--- config.mk ---
export PLATFORM = sky130hd
export DESIGN_NAME = long_press_touch_detector_flat
export DESIGN_NICKNAME = d
export VERILOG_FILES = /design/src/hw/rtl/lptd_pkg.sv /design/src/hw/rtl/lptd_if.sv /design/src/hw/rtl/long_press_touch_detector.sv /design/src/flat_wrapper.sv
export VERILOG_INCLUDE_DIRS = /design/src /design/src/hw/rtl
export SDC_FILE = /design/constraint.sdc
export NUM_CORES = 2
export LEC_CHECK = 0
export BUFFER_PORTS_ARGS = -buffer_cell sky130_fd_sc_hd__clkbuf_2
export CAP_MARGIN = 20
export CORE_UTILIZATION = 47
export CTS_CLUSTER_SIZE = 8
export DETAILED_ROUTE_END_ITERATION = 10
export PLACE_DENSITY = 0.68
export SKIP_CTS_REPAIR_TIMING = 1
export SYNTH_ARGS = -nofsm -noshare
export SYNTH_HDL_FRONTEND = slang
export SYNTH_SLANG_ARGS = --single-unit
--- constraint.sdc ---
create_clock -name clk -period 23.7 [get_ports clk]
set_input_delay 2.37 -clock clk [delete_from_list [all_inputs] [get_ports clk]]
set_output_delay 2.37 -clock clk [all_outputs]
set_load 0.01 [all_outputs]
--- src/hw/rtl/long_press_touch_detector_assert.svh ---
// ----------------------------------------------------------------------------
// long press touch detector assertion macros
// concurrent checks clocked on clk, disabled during reset
// ----------------------------------------------------------------------------
`ifndef LONG_PRESS_TOUCH_DETECTOR_ASSERT_SVH
`define LONG_PRESS_TOUCH_DETECTOR_ASSERT_SVH

// property must hold at every edge out of reset
`define LPTD_ASSERT(label, prop, msg) \
	label: assert property (@(posedge clk) disable iff (!arst_n) (prop)) else $error(msg);

// antecedent at one edge implies consequent at the same edge
`define LPTD_ASSERT_IMPL(label, ante, cons, msg) \
	label: assert property (@(posedge clk) disable iff (!arst_n) (ante) |-> (cons)) \
		else $error(msg);

`endif

--- src/hw/rtl/lptd_pkg.sv ---
// ----------------------------------------------------------------------------
// lptd_pkg
// types and constants shared by the long press touch detector files
// ----------------------------------------------------------------------------
package lptd_pkg;

	localparam int COORD_BITS_DEF = 13;
	localparam int TIME_BITS_DEF  = 32;

	localparam int HOLD_BITS = 16;
	localparam int MOVE_BITS = 12;
	localparam int DIM_BITS  = 13;
	localparam int ADDR_W    = 5;
	localparam int DATA_W    = 32;
	localparam int REG_IDX_W = 3;

	localparam logic [REG_IDX_W-1:0] REG_ENABLE       = 3'd0;
	localparam logic [REG_IDX_W-1:0] REG_HOLD_MS      = 3'd1;
	localparam logic [REG_IDX_W-1:0] REG_MAX_MOVEMENT = 3'd2;
	localparam logic [REG_IDX_W-1:0] REG_VIEW_LEFT    = 3'd3;
	localparam logic [REG_IDX_W-1:0] REG_VIEW_TOP     = 3'd4;
	localparam logic [REG_IDX_W-1:0] REG_VIEW_WIDTH   = 3'd5;
	localparam logic [REG_IDX_W-1:0] REG_VIEW_HEIGHT  = 3'd6;

	localparam logic [HOLD_BITS-1:0]   HOLD_RST   = 16'd500;
	localparam logic [MOVE_BITS-1:0]   MOVE_RST   = 12'd10;
	localparam logic [DIM_BITS-1:0]    WIDTH_RST  = 13'd960;
	localparam logic [DIM_BITS-1:0]    HEIGHT_RST = 13'd544;
	localparam logic [2*MOVE_BITS-1:0] MOVE_SQ_RST = 24'd100;

	typedef enum logic [1:0] {
		PH_NONE  = 2'd0,
		PH_START = 2'd1,
		PH_STAY  = 2'd2,
		PH_END   = 2'd3
	} phase_t;

	typedef enum logic [1:0] {
		GS_FAILED  = 2'd0,
		GS_UNSURE  = 2'd1,
		GS_STARTED = 2'd2,
		GS_ENDED   = 2'd3
	} gesture_t;

	typedef enum logic [1:0] {
		EV_NONE    = 2'd0,
		EV_STARTED = 2'd1,
		EV_ENDED   = 2'd2
	} event_t;

endpackage

--- src/hw/rtl/lptd_if.sv ---
// ----------------------------------------------------------------------------
// lptd channel interfaces
// valid/ready channels for touch samples and gesture results
// ----------------------------------------------------------------------------
interface lptd_sample_if
	import lptd_pkg::*;
#(
	parameter int COORD_BITS = COORD_BITS_DEF,
	parameter int TIME_BITS  = TIME_BITS_DEF
) ();
	logic                         valid;
	logic                         ready;
	phase_t                       touch_phase;
	logic signed [COORD_BITS-1:0] touch_x;
	logic signed [COORD_BITS-1:0] touch_y;
	phase_t                       mouse_phase;
	logic signed [COORD_BITS-1:0] mouse_x;
	logic signed [COORD_BITS-1:0] mouse_y;
	logic        [TIME_BITS-1:0]  now_ms;

	modport source (
		output valid, touch_phase, touch_x, touch_y, mouse_phase, mouse_x, mouse_y, now_ms,
		input  ready
	);
	modport sink (
		input  valid, touch_phase, touch_x, touch_y, mouse_phase, mouse_x, mouse_y, now_ms,
		output ready
	);
endinterface

interface lptd_result_if
	import lptd_pkg::*;
#(
	parameter int COORD_BITS = COORD_BITS_DEF
) ();
	logic                         valid;
	logic                         ready;
	gesture_t                     gesture_state;
	event_t                       event_kind;
	logic signed [COORD_BITS-1:0] event_x;
	logic signed [COORD_BITS-1:0] event_y;
	logic                         play_click;

	modport source (
		output valid, gesture_state, event_kind, event_x, event_y, play_click,
		input  ready
	);
	modport sink (
		input  valid, gesture_state, event_kind, event_x, event_y, play_click,
		output ready
	);
endinterface

--- src/hw/rtl/long_press_touch_detector.sv ---
// a sample is held in the input register, then in the result register
// one sample per cycle without result stalls; gesture flags update with the result
// result stalls hold the input register, which takes one more sample only while empty
// reset: arst_n asynchronous active low, clears pipeline valids and gesture state,
// loads the configuration registers with their defaults
// ----------------------------------------------------------------------------
// long_press_touch_detector
// long press recognizer over touch or mouse samples with apb configuration
// ----------------------------------------------------------------------------
module long_press_touch_detector
	import lptd_pkg::*;
#(
	parameter int COORD_BITS = COORD_BITS_DEF,
	parameter int TIME_BITS  = TIME_BITS_DEF
) (
	input  logic              clk,
	input  logic              arst_n,
	lptd_sample_if.sink       sample,
	lptd_result_if.source     result,
	input  logic              psel,
	input  logic              penable,
	input  logic              pwrite,
	input  logic [ADDR_W-1:0] paddr,
	input  logic [DATA_W-1:0] pwdata,
	output logic [DATA_W-1:0] prdata,
	output logic              pready
);

	localparam int BND_W = ((COORD_BITS > DIM_BITS) ? COORD_BITS : DIM_BITS) + 2;
	localparam int SQ_W  = 2 * (COORD_BITS + 1);
	localparam int D_W   = SQ_W + 1;
	localparam int CMP_W = (D_W > 2 * MOVE_BITS) ? D_W : 2 * MOVE_BITS;

	// configuration
	logic                         enable_q;
	logic [HOLD_BITS-1:0]         hold_ms_q;
	logic [MOVE_BITS-1:0]         max_movement_q;
	logic [2*MOVE_BITS-1:0]       move_sq_q;
	logic signed [COORD_BITS-1:0] view_left_q;
	logic signed [COORD_BITS-1:0] view_top_q;
	logic [DIM_BITS-1:0]          view_width_q;
	logic [DIM_BITS-1:0]          view_height_q;
	logic                         cfg_wr;
	logic [REG_IDX_W-1:0]         cfg_idx;

	assign pready  = 1'b1;
	assign cfg_wr  = psel && penable && pwrite && pready;
	assign cfg_idx = paddr[ADDR_W-1:2];

	always_ff @(posedge clk or negedge arst_n) begin
		if (!arst_n) begin
			enable_q       <= 1'b1;
			hold_ms_q      <= HOLD_RST;
			max_movement_q <= MOVE_RST;
			move_sq_q      <= MOVE_SQ_RST;
			view_left_q    <= '0;
			view_top_q     <= '0;
			view_width_q   <= WIDTH_RST;
			view_height_q  <= HEIGHT_RST;
		end else if (cfg_wr) begin
			case (cfg_idx)
				REG_ENABLE:       enable_q <= pwdata[0];
				REG_HOLD_MS:      hold_ms_q <= pwdata[HOLD_BITS-1:0];
				REG_MAX_MOVEMENT: begin
					max_movement_q <= pwdata[MOVE_BITS-1:0];
					move_sq_q      <= pwdata[MOVE_BITS-1:0] * pwdata[MOVE_BITS-1:0];
				end
				REG_VIEW_LEFT:    view_left_q <= $signed(pwdata[COORD_BITS-1:0]);
				REG_VIEW_TOP:     view_top_q <= $signed(pwdata[COORD_BITS-1:0]);
				REG_VIEW_WIDTH:   view_width_q <= pwdata[DIM_BITS-1:0];
				REG_VIEW_HEIGHT:  view_height_q <= pwdata[DIM_BITS-1:0];
				default: ;
			endcase
		end
	end

	always_comb begin
		case (cfg_idx)
			REG_ENABLE:       prdata = DATA_W'(enable_q);
			REG_HOLD_MS:      prdata = DATA_W'(hold_ms_q);
			REG_MAX_MOVEMENT: prdata = DATA_W'(max_movement_q);
			REG_VIEW_LEFT:    prdata = DATA_W'($unsigned(view_left_q));
			REG_VIEW_TOP:     prdata = DATA_W'($unsigned(view_top_q));
			REG_VIEW_WIDTH:   prdata = DATA_W'(view_width_q);
			REG_VIEW_HEIGHT:  prdata = DATA_W'(view_height_q);
			default:          prdata = '0;
		endcase
	end

	// input register
	logic                         v_s1;
	logic                         adv;
	phase_t                       tph_s1;
	phase_t                       mph_s1;
	logic signed [COORD_BITS-1:0] tx_s1;
	logic signed [COORD_BITS-1:0] ty_s1;
	logic signed [COORD_BITS-1:0] mx_s1;
	logic signed [COORD_BITS-1:0] my_s1;
	logic [TIME_BITS-1:0]         now_s1;

	assign adv          = !result.valid || result.ready;
	assign sample.ready = !v_s1 || adv;

	always_ff @(posedge clk or negedge arst_n) begin
		if (!arst_n) begin
			v_s1 <= 1'b0;
		end else if (sample.ready) begin
			v_s1 <= sample.valid;
		end
	end

	always_ff @(posedge clk) begin
		if (sample.valid && sample.ready) begin
			tph_s1 <= sample.touch_phase;
			mph_s1 <= sample.mouse_phase;
			tx_s1  <= sample.touch_x;
			ty_s1  <= sample.touch_y;
			mx_s1  <= sample.mouse_x;
			my_s1  <= sample.mouse_y;
			now_s1 <= sample.now_ms;
		end
	end

	// gesture state
	logic                         tracking_q;
	logic                         triggered_q;
	gesture_t                     gesture_q;
	logic signed [COORD_BITS-1:0] start_x_q;
	logic signed [COORD_BITS-1:0] start_y_q;
	logic [TIME_BITS-1:0]         start_time_q;

	// single pass evaluation
	phase_t                       ph;
	logic signed [COORD_BITS-1:0] px;
	logic signed [COORD_BITS-1:0] py;
	logic signed [BND_W-1:0]      x_w;
	logic signed [BND_W-1:0]      y_w;
	logic signed [BND_W-1:0]      l_w;
	logic signed [BND_W-1:0]      t_w;
	logic signed [BND_W-1:0]      r_w;
	logic signed [BND_W-1:0]      b_w;
	logic                         out_of_view;
	logic signed [COORD_BITS:0]   dx;
	logic signed [COORD_BITS:0]   dy;
	logic signed [SQ_W-1:0]       dx2;
	logic signed [SQ_W-1:0]       dy2;
	logic [D_W-1:0]               d2;
	logic                         too_far;
	logic [TIME_BITS-1:0]         elapsed;
	logic                         held;

	assign ph = (tph_s1 == PH_NONE) ? mph_s1 : tph_s1;
	assign px = (tph_s1 == PH_NONE) ? mx_s1 : tx_s1;
	assign py = (tph_s1 == PH_NONE) ? my_s1 : ty_s1;

	assign x_w = BND_W'(px);
	assign y_w = BND_W'(py);
	assign l_w = BND_W'(view_left_q);
	assign t_w = BND_W'(view_top_q);
	assign r_w = l_w + BND_W'($signed({1'b0, view_width_q}));
	assign b_w = t_w + BND_W'($signed({1'b0, view_height_q}));
	assign out_of_view = (x_w < l_w) || (x_w > r_w) || (y_w < t_w) || (y_w > b_w);

	assign dx      = (COORD_BITS + 1)'(px) - (COORD_BITS + 1)'(start_x_q);
	assign dy      = (COORD_BITS + 1)'(py) - (COORD_BITS + 1)'(start_y_q);
	assign dx2     = dx * dx;
	assign dy2     = dy * dy;
	assign d2      = D_W'($unsigned(dx2)) + D_W'($unsigned(dy2));
	assign too_far = CMP_W'(d2) > CMP_W'(move_sq_q);

	assign elapsed = now_s1 - start_time_q;
	assign held    = elapsed >= TIME_BITS'(hold_ms_q);

	logic     tracking_d;
	logic     triggered_d;
	gesture_t gesture_d;
	event_t   ev_d;
	logic     click_d;
	logic     latch_start;

	always_comb begin
		tracking_d  = tracking_q;
		triggered_d = triggered_q;
		gesture_d   = gesture_q;
		ev_d        = EV_NONE;
		click_d     = 1'b0;
		latch_start = 1'b0;
		if (!enable_q || ph == PH_NONE) begin
			tracking_d = 1'b0;
			gesture_d  = GS_FAILED;
		end else begin
			case (ph)
				PH_START: begin
					tracking_d  = 1'b1;
					triggered_d = 1'b0;
					latch_start = 1'b1;
					gesture_d   = GS_UNSURE;
				end
				PH_STAY: begin
					if (tracking_q && !triggered_q) begin
						if (out_of_view || too_far) begin
							tracking_d = 1'b0;
							gesture_d  = GS_FAILED;
						end else if (held) begin
							triggered_d = 1'b1;
							gesture_d   = GS_STARTED;
							ev_d        = EV_STARTED;
							click_d     = 1'b1;
						end
					end
				end
				default: begin
					if (triggered_q) begin
						gesture_d = GS_ENDED;
						ev_d      = EV_ENDED;
					end else begin
						gesture_d = GS_FAILED;
					end
					tracking_d = 1'b0;
				end
			endcase
		end
	end

	logic fire;
	assign fire = v_s1 && adv;

	always_ff @(posedge clk or negedge arst_n) begin
		if (!arst_n) begin
			tracking_q   <= 1'b0;
			triggered_q  <= 1'b0;
			gesture_q    <= GS_FAILED;
			result.valid <= 1'b0;
		end else begin
			if (adv) begin
				result.valid <= v_s1;
			end
			if (fire) begin
				tracking_q  <= tracking_d;
				triggered_q <= triggered_d;
				gesture_q   <= gesture_d;
			end
		end
	end

	always_ff @(posedge clk) begin
		if (fire && latch_start) begin
			start_x_q    <= px;
			start_y_q    <= py;
			start_time_q <= now_s1;
		end
		if (fire) begin
			result.gesture_state <= gesture_d;
			result.event_kind    <= ev_d;
			result.event_x       <= (ev_d == EV_NONE) ? '0 : px;
			result.event_y       <= (ev_d == EV_NONE) ? '0 : py;
			result.play_click    <= click_d;
		end
	end

	// checks
	`include "long_press_touch_detector_assert.svh"

	`LPTD_ASSERT_IMPL(a_click_on_start, result.valid && result.play_click,
		result.gesture_state == GS_STARTED && result.event_kind == EV_STARTED,
		"click without press start")
	`LPTD_ASSERT_IMPL(a_quiet_position, result.valid && result.event_kind == EV_NONE,
		result.event_x == '0 && result.event_y == '0, "position reported without event")
	`LPTD_ASSERT_IMPL(a_trigger_on_fire, $rose(triggered_q),
		$past(fire) && $past(ph) == PH_STAY, "press fired outside a stay sample")

endmodule

--- src/flat_wrapper.sv ---
// flat-port wrapper written by rule: the top's interface ports become plain ports
module long_press_touch_detector_flat import lptd_pkg::*;
#(
	parameter int COORD_BITS = COORD_BITS_DEF,
	parameter int TIME_BITS  = TIME_BITS_DEF
)
  (clk, arst_n, psel, penable, pwrite, paddr, pwdata, prdata, pready, sample_valid, sample_touch_phase, sample_touch_x, sample_touch_y, sample_mouse_phase, sample_mouse_x, sample_mouse_y, sample_now_ms, sample_ready, result_valid, result_gesture_state, result_event_kind, result_event_x, result_event_y, result_play_click, result_ready);
  lptd_sample_if #(.COORD_BITS(COORD_BITS), .TIME_BITS(TIME_BITS)) sample_i ();
  lptd_result_if #(.COORD_BITS(COORD_BITS)) result_i ();
  input  logic clk;
  input  logic arst_n;
  input  logic psel;
  input  logic penable;
  input  logic pwrite;
  input  logic [ADDR_W-1:0] paddr;
  input  logic [DATA_W-1:0] pwdata;
  output logic [DATA_W-1:0] prdata;
  output logic pready;
  input wire logic [$bits(sample_i.valid)-1:0] sample_valid;
  input wire logic [$bits(sample_i.touch_phase)-1:0] sample_touch_phase;
  input wire logic [$bits(sample_i.touch_x)-1:0] sample_touch_x;
  input wire logic [$bits(sample_i.touch_y)-1:0] sample_touch_y;
  input wire logic [$bits(sample_i.mouse_phase)-1:0] sample_mouse_phase;
  input wire logic [$bits(sample_i.mouse_x)-1:0] sample_mouse_x;
  input wire logic [$bits(sample_i.mouse_y)-1:0] sample_mouse_y;
  input wire logic [$bits(sample_i.now_ms)-1:0] sample_now_ms;
  output wire logic [$bits(sample_i.ready)-1:0] sample_ready;
  output wire logic [$bits(result_i.valid)-1:0] result_valid;
  output wire logic [$bits(result_i.gesture_state)-1:0] result_gesture_state;
  output wire logic [$bits(result_i.event_kind)-1:0] result_event_kind;
  output wire logic [$bits(result_i.event_x)-1:0] result_event_x;
  output wire logic [$bits(result_i.event_y)-1:0] result_event_y;
  output wire logic [$bits(result_i.play_click)-1:0] result_play_click;
  input wire logic [$bits(result_i.ready)-1:0] result_ready;
  assign sample_i.valid = sample_valid;
  assign sample_i.touch_phase = sample_touch_phase;
  assign sample_i.touch_x = sample_touch_x;
  assign sample_i.touch_y = sample_touch_y;
  assign sample_i.mouse_phase = sample_mouse_phase;
  assign sample_i.mouse_x = sample_mouse_x;
  assign sample_i.mouse_y = sample_mouse_y;
  assign sample_i.now_ms = sample_now_ms;
  assign sample_ready = sample_i.ready;
  assign result_valid = result_i.valid;
  assign result_gesture_state = result_i.gesture_state;
  assign result_event_kind = result_i.event_kind;
  assign result_event_x = result_i.event_x;
  assign result_event_y = result_i.event_y;
  assign result_play_click = result_i.play_click;
  assign result_i.ready = result_ready;
  long_press_touch_detector #(.COORD_BITS(COORD_BITS), .TIME_BITS(TIME_BITS)) u_core (.clk(clk), .arst_n(arst_n), .sample(sample_i), .result(result_i), .psel(psel), .penable(penable), .pwrite(pwrite), .paddr(paddr), .pwdata(pwdata), .prdata(prdata), .pready(pready));
endmodule
==> out/metrics.cfg <==
[outcome]
status = finished clean

[synthesis]
yosys.cell_types.count = 86
synth_edf_count = 177
postSynthAreaPerCell_sq_um = 9.49
syn_inst = 3779
syn_area_sq_um = 35900
ys.flop_type = edfxtp_1
synth_warnings = 0
yosysSeqAreaShare_pct = 22.5
async_flop_share_pct = 38.1
synth_seq_cells = 286

[floorplan]
io_pins = 198
core_sq_um = 74900
dieArea_sq_um = 77400
die_y_um = 278
initial_core_util_pct = 47.8
die_w_um = 278
rows = 100

[sta]
worst_slew_pin_slew_ps = 1030
clock.fmax_ghz = 0.0684
hold_violations = 0
hold-worst-slack_ps = 453
finalCriticalPeriod_ps = 14620
setup_viol = 0
fin_skew_ps = 27.3
final.setup.worst_slack_ps = 9080
slew_viol_final = 0
max-slew-margin-rel_pct = 30.8
period_share_pct = 61.7
rsz0062_at_grt = false
setup_tns_ps = 0

[layout]
fin_nets = 4899
regArea_sq_um = 8070
final_common_cell = inv_1
fill_cells = 6842
multiInputGateArea_sq_um = 24500
mostFrequentLayoutCells = inv_1 (755), fa_1 (430), ha_1 (397)
finalCoreUtilization_pct = 52.1
area_delta_synth_final_pct = 8.91
drive_gt1_share_pct = 9.59
diodes = 0

[critical_path]
cp_data_required_time_ps = 24130
crit_arrival_ps = 15050
critPathLaunchType = register
path_max_fanout = 26
critPathKind = reg2reg
startpoint = u_core.tph_s1[0]$_DFFE_PP_
rr_startpoint = u_core.tph_s1[0]$_DFFE_PP_
critPathBufInv = 6
cpMaxStageDelayCell = mux2i_1
cp_top_family = compound AO/OA/AOI/OAI gates
end_kind = register
crit_path_max_incr_delay_ps = 740

[place]
portBuffers = 162
place.gp.congestion = 0.946
dp_slack_ps = 9190
dp_hpwl_um = 70700

[job]
maxCapViolations = 0

[drt]
drc = 0
wl_um = 88000
drtAntennaViolNets = 0
post_drt_wl_per_cell_um = 17.8
drt_iter0_markers = 1462
viasPerCell = 5.38
drtPass1Iterations = 5
vias = 26571

[grt]
grt_pass1_vias = 27295
grt_max_degree = 77
grt_pass1_wl_um = 144000
grt-ovfl-total = 0
grt_util_all_layers_pct = 23.3
antenna_found_initial = 1

[clocking]
clk_pin_slew_ps = 50
insertion_delay_ps = 570
cts_sinks = 286
cts_buffer_depth = 3
cts_max_level = 2
cts_inserted_buffers = 43
root_buffer = clkbuf_16
cts_tree = built

[hold_path]
worstHoldPathType = reg2reg
hp-start = u_core.now_s1[3]$_DFFE_PP_

==> synth_stat cells, types with 9 or more instances <==
master | count | area share (%)
mux2_2 | 70 | 2.2
nand2b_1 | 24 | 0.42
o31ai_1 | 25 | 0.52
buf_4 | 17 | 0.36
xnor2_1 | 115 | 2.8
inv_1 | 755 | 7.9
dfrtp_1 | 91 | 6.4
nand3_1 | 64 | 0.89
nand2_1 | 333 | 3.5
and4_1 | 9 | 0.22
o21bai_1 | 29 | 0.61
edfxtp_1 | 177 | 15
nand4_1 | 20 | 0.35
a21o_1 | 56 | 1.2
a311oi_1 | 9 | 0.22
nor2_1 | 223 | 2.3
o21ai_0 | 158 | 2.2
ha_1 | 397 | 14
mux2i_1 | 19 | 0.53
a21oi_1 | 163 | 2.3
o21a_1 | 30 | 0.63
and3_1 | 26 | 0.45
and2_1 | 61 | 1.1
o211ai_1 | 14 | 0.29
clkbuf_1 | 76 | 0.80
nor3_1 | 45 | 0.63
o31ai_2 | 10 | 0.35
or2_2 | 14 | 0.24
a221oi_1 | 10 | 0.24
a211oi_1 | 13 | 0.27
a31oi_1 | 17 | 0.30
xor2_1 | 62 | 1.5
dfstp_2 | 18 | 1.3
nor2b_1 | 40 | 0.70
fa_1 | 430 | 24
==> metal layers <==
layer | global-route usage (%) | routed length (um) | share of wire, % | vias to the layer above
met2 | 40.0 | 42500 | 48 | 638
met3 | 2.65 | 4120 | 4.7 | 154
met4 | 8.12 | 3240 | 3.7 | 0
li1 | - | - | - | 12714
met5 | 0 | 0 | 0 | -
met1 | 30.6 | 38100 | 43 | 13065
==> state kept, by name, summed over array words and instances, names as in the netlist, 2 cells and up <==
register	cells
u_core.max_movement_q	11
u_core.tph_s1	2
u_core.start_x_q	13
u_core.mx_s1	13
u_core.tx_s1	13
u_core.ty_s1	13
u_core.view_top_q	13
u_core.now_s1	32
u_core.view_width_q	13
u_core.move_sq_q	23
u_core.gesture_q	2
u_core.result.event_y	13
u_core.view_height_q	13
u_core.hold_ms_q	16
u_core.start_time_q	32
u_core.result.gesture_state	2
u_core.my_s1	13
u_core.result.event_kind	2
u_core.result.event_x	13
u_core.start_y_q	13
u_core.mph_s1	2
u_core.view_left_q	13
==> metrics by stage <==
stage | instance area, sq um | instances
after floorplan | 35900 | 3798
after global placement | 37800 | 4864
after detailed placement | 37800 | 4864
after CTS | 39100 | 4943
after global routing | 39100 | 4943
final | 39100 | 4943
==> worst paths after layout <==
path                                                    end  cells after the start  slack, ps
min in group asynchronous  u_core.hold_ms_q[12]$_DFFE_PN0P_                      1       1800
setup reg to reg            u_core.gesture_q[1]$_DFFE_PN0P_                     50       9080
hold / removal             u_core.start_time_q[3]$_DFFE_PP_                      0        450
hold reg to reg            u_core.start_time_q[3]$_DFFE_PP_                      0        450
setup / recovery            u_core.gesture_q[1]$_DFFE_PN0P_                     50       9080
max in group asynchronous   u_core.move_sq_q[4]$_DFFE_PN0P_                      2      20540
==> layout make-up <==
class                   instances  share of cell area [%]
clock buffers                  75                    3.17
clock inverters                 4                   0.103
inverters                     762                    7.32
multi-input cells            2648                    62.9
flip-flops and latches        286                    20.7
well taps                     969                    3.10
repair buffers                199                    2.79
==> worst register-to-register path, delay by kind of cell (launching register included) <==
| family | cells | cell delay (ps) |
|---|---|---|
| AOI/OAI and AO/OA | 20 | 5280 |
| adders and majority gates | 10 | 4040 |
| and+or+nand+nor | 11 | 2020 |
| buffers and inverters | 6 | 1210 |
| muxes | 1 | 770 |
| xor gates and xnor gates | 2 | 760 |
| DFF | 1 | 410 |
==> cell families after synthesis <==
family                   synth area share [%]
AO/OA/AOI/OAI                            11.6
XOR/XNOR                                 4.32
adder cells (fa/ha/maj)                  37.9
buffers and inverters                    9.30
flip-flops                               22.5
multiplexers                             2.73
other                                  0.0209
AND/OR/NAND/NOR                          11.7
Power is not shown: default switching activity piles up to over one toggle a cycle in this logic, so the estimate is an artifact.
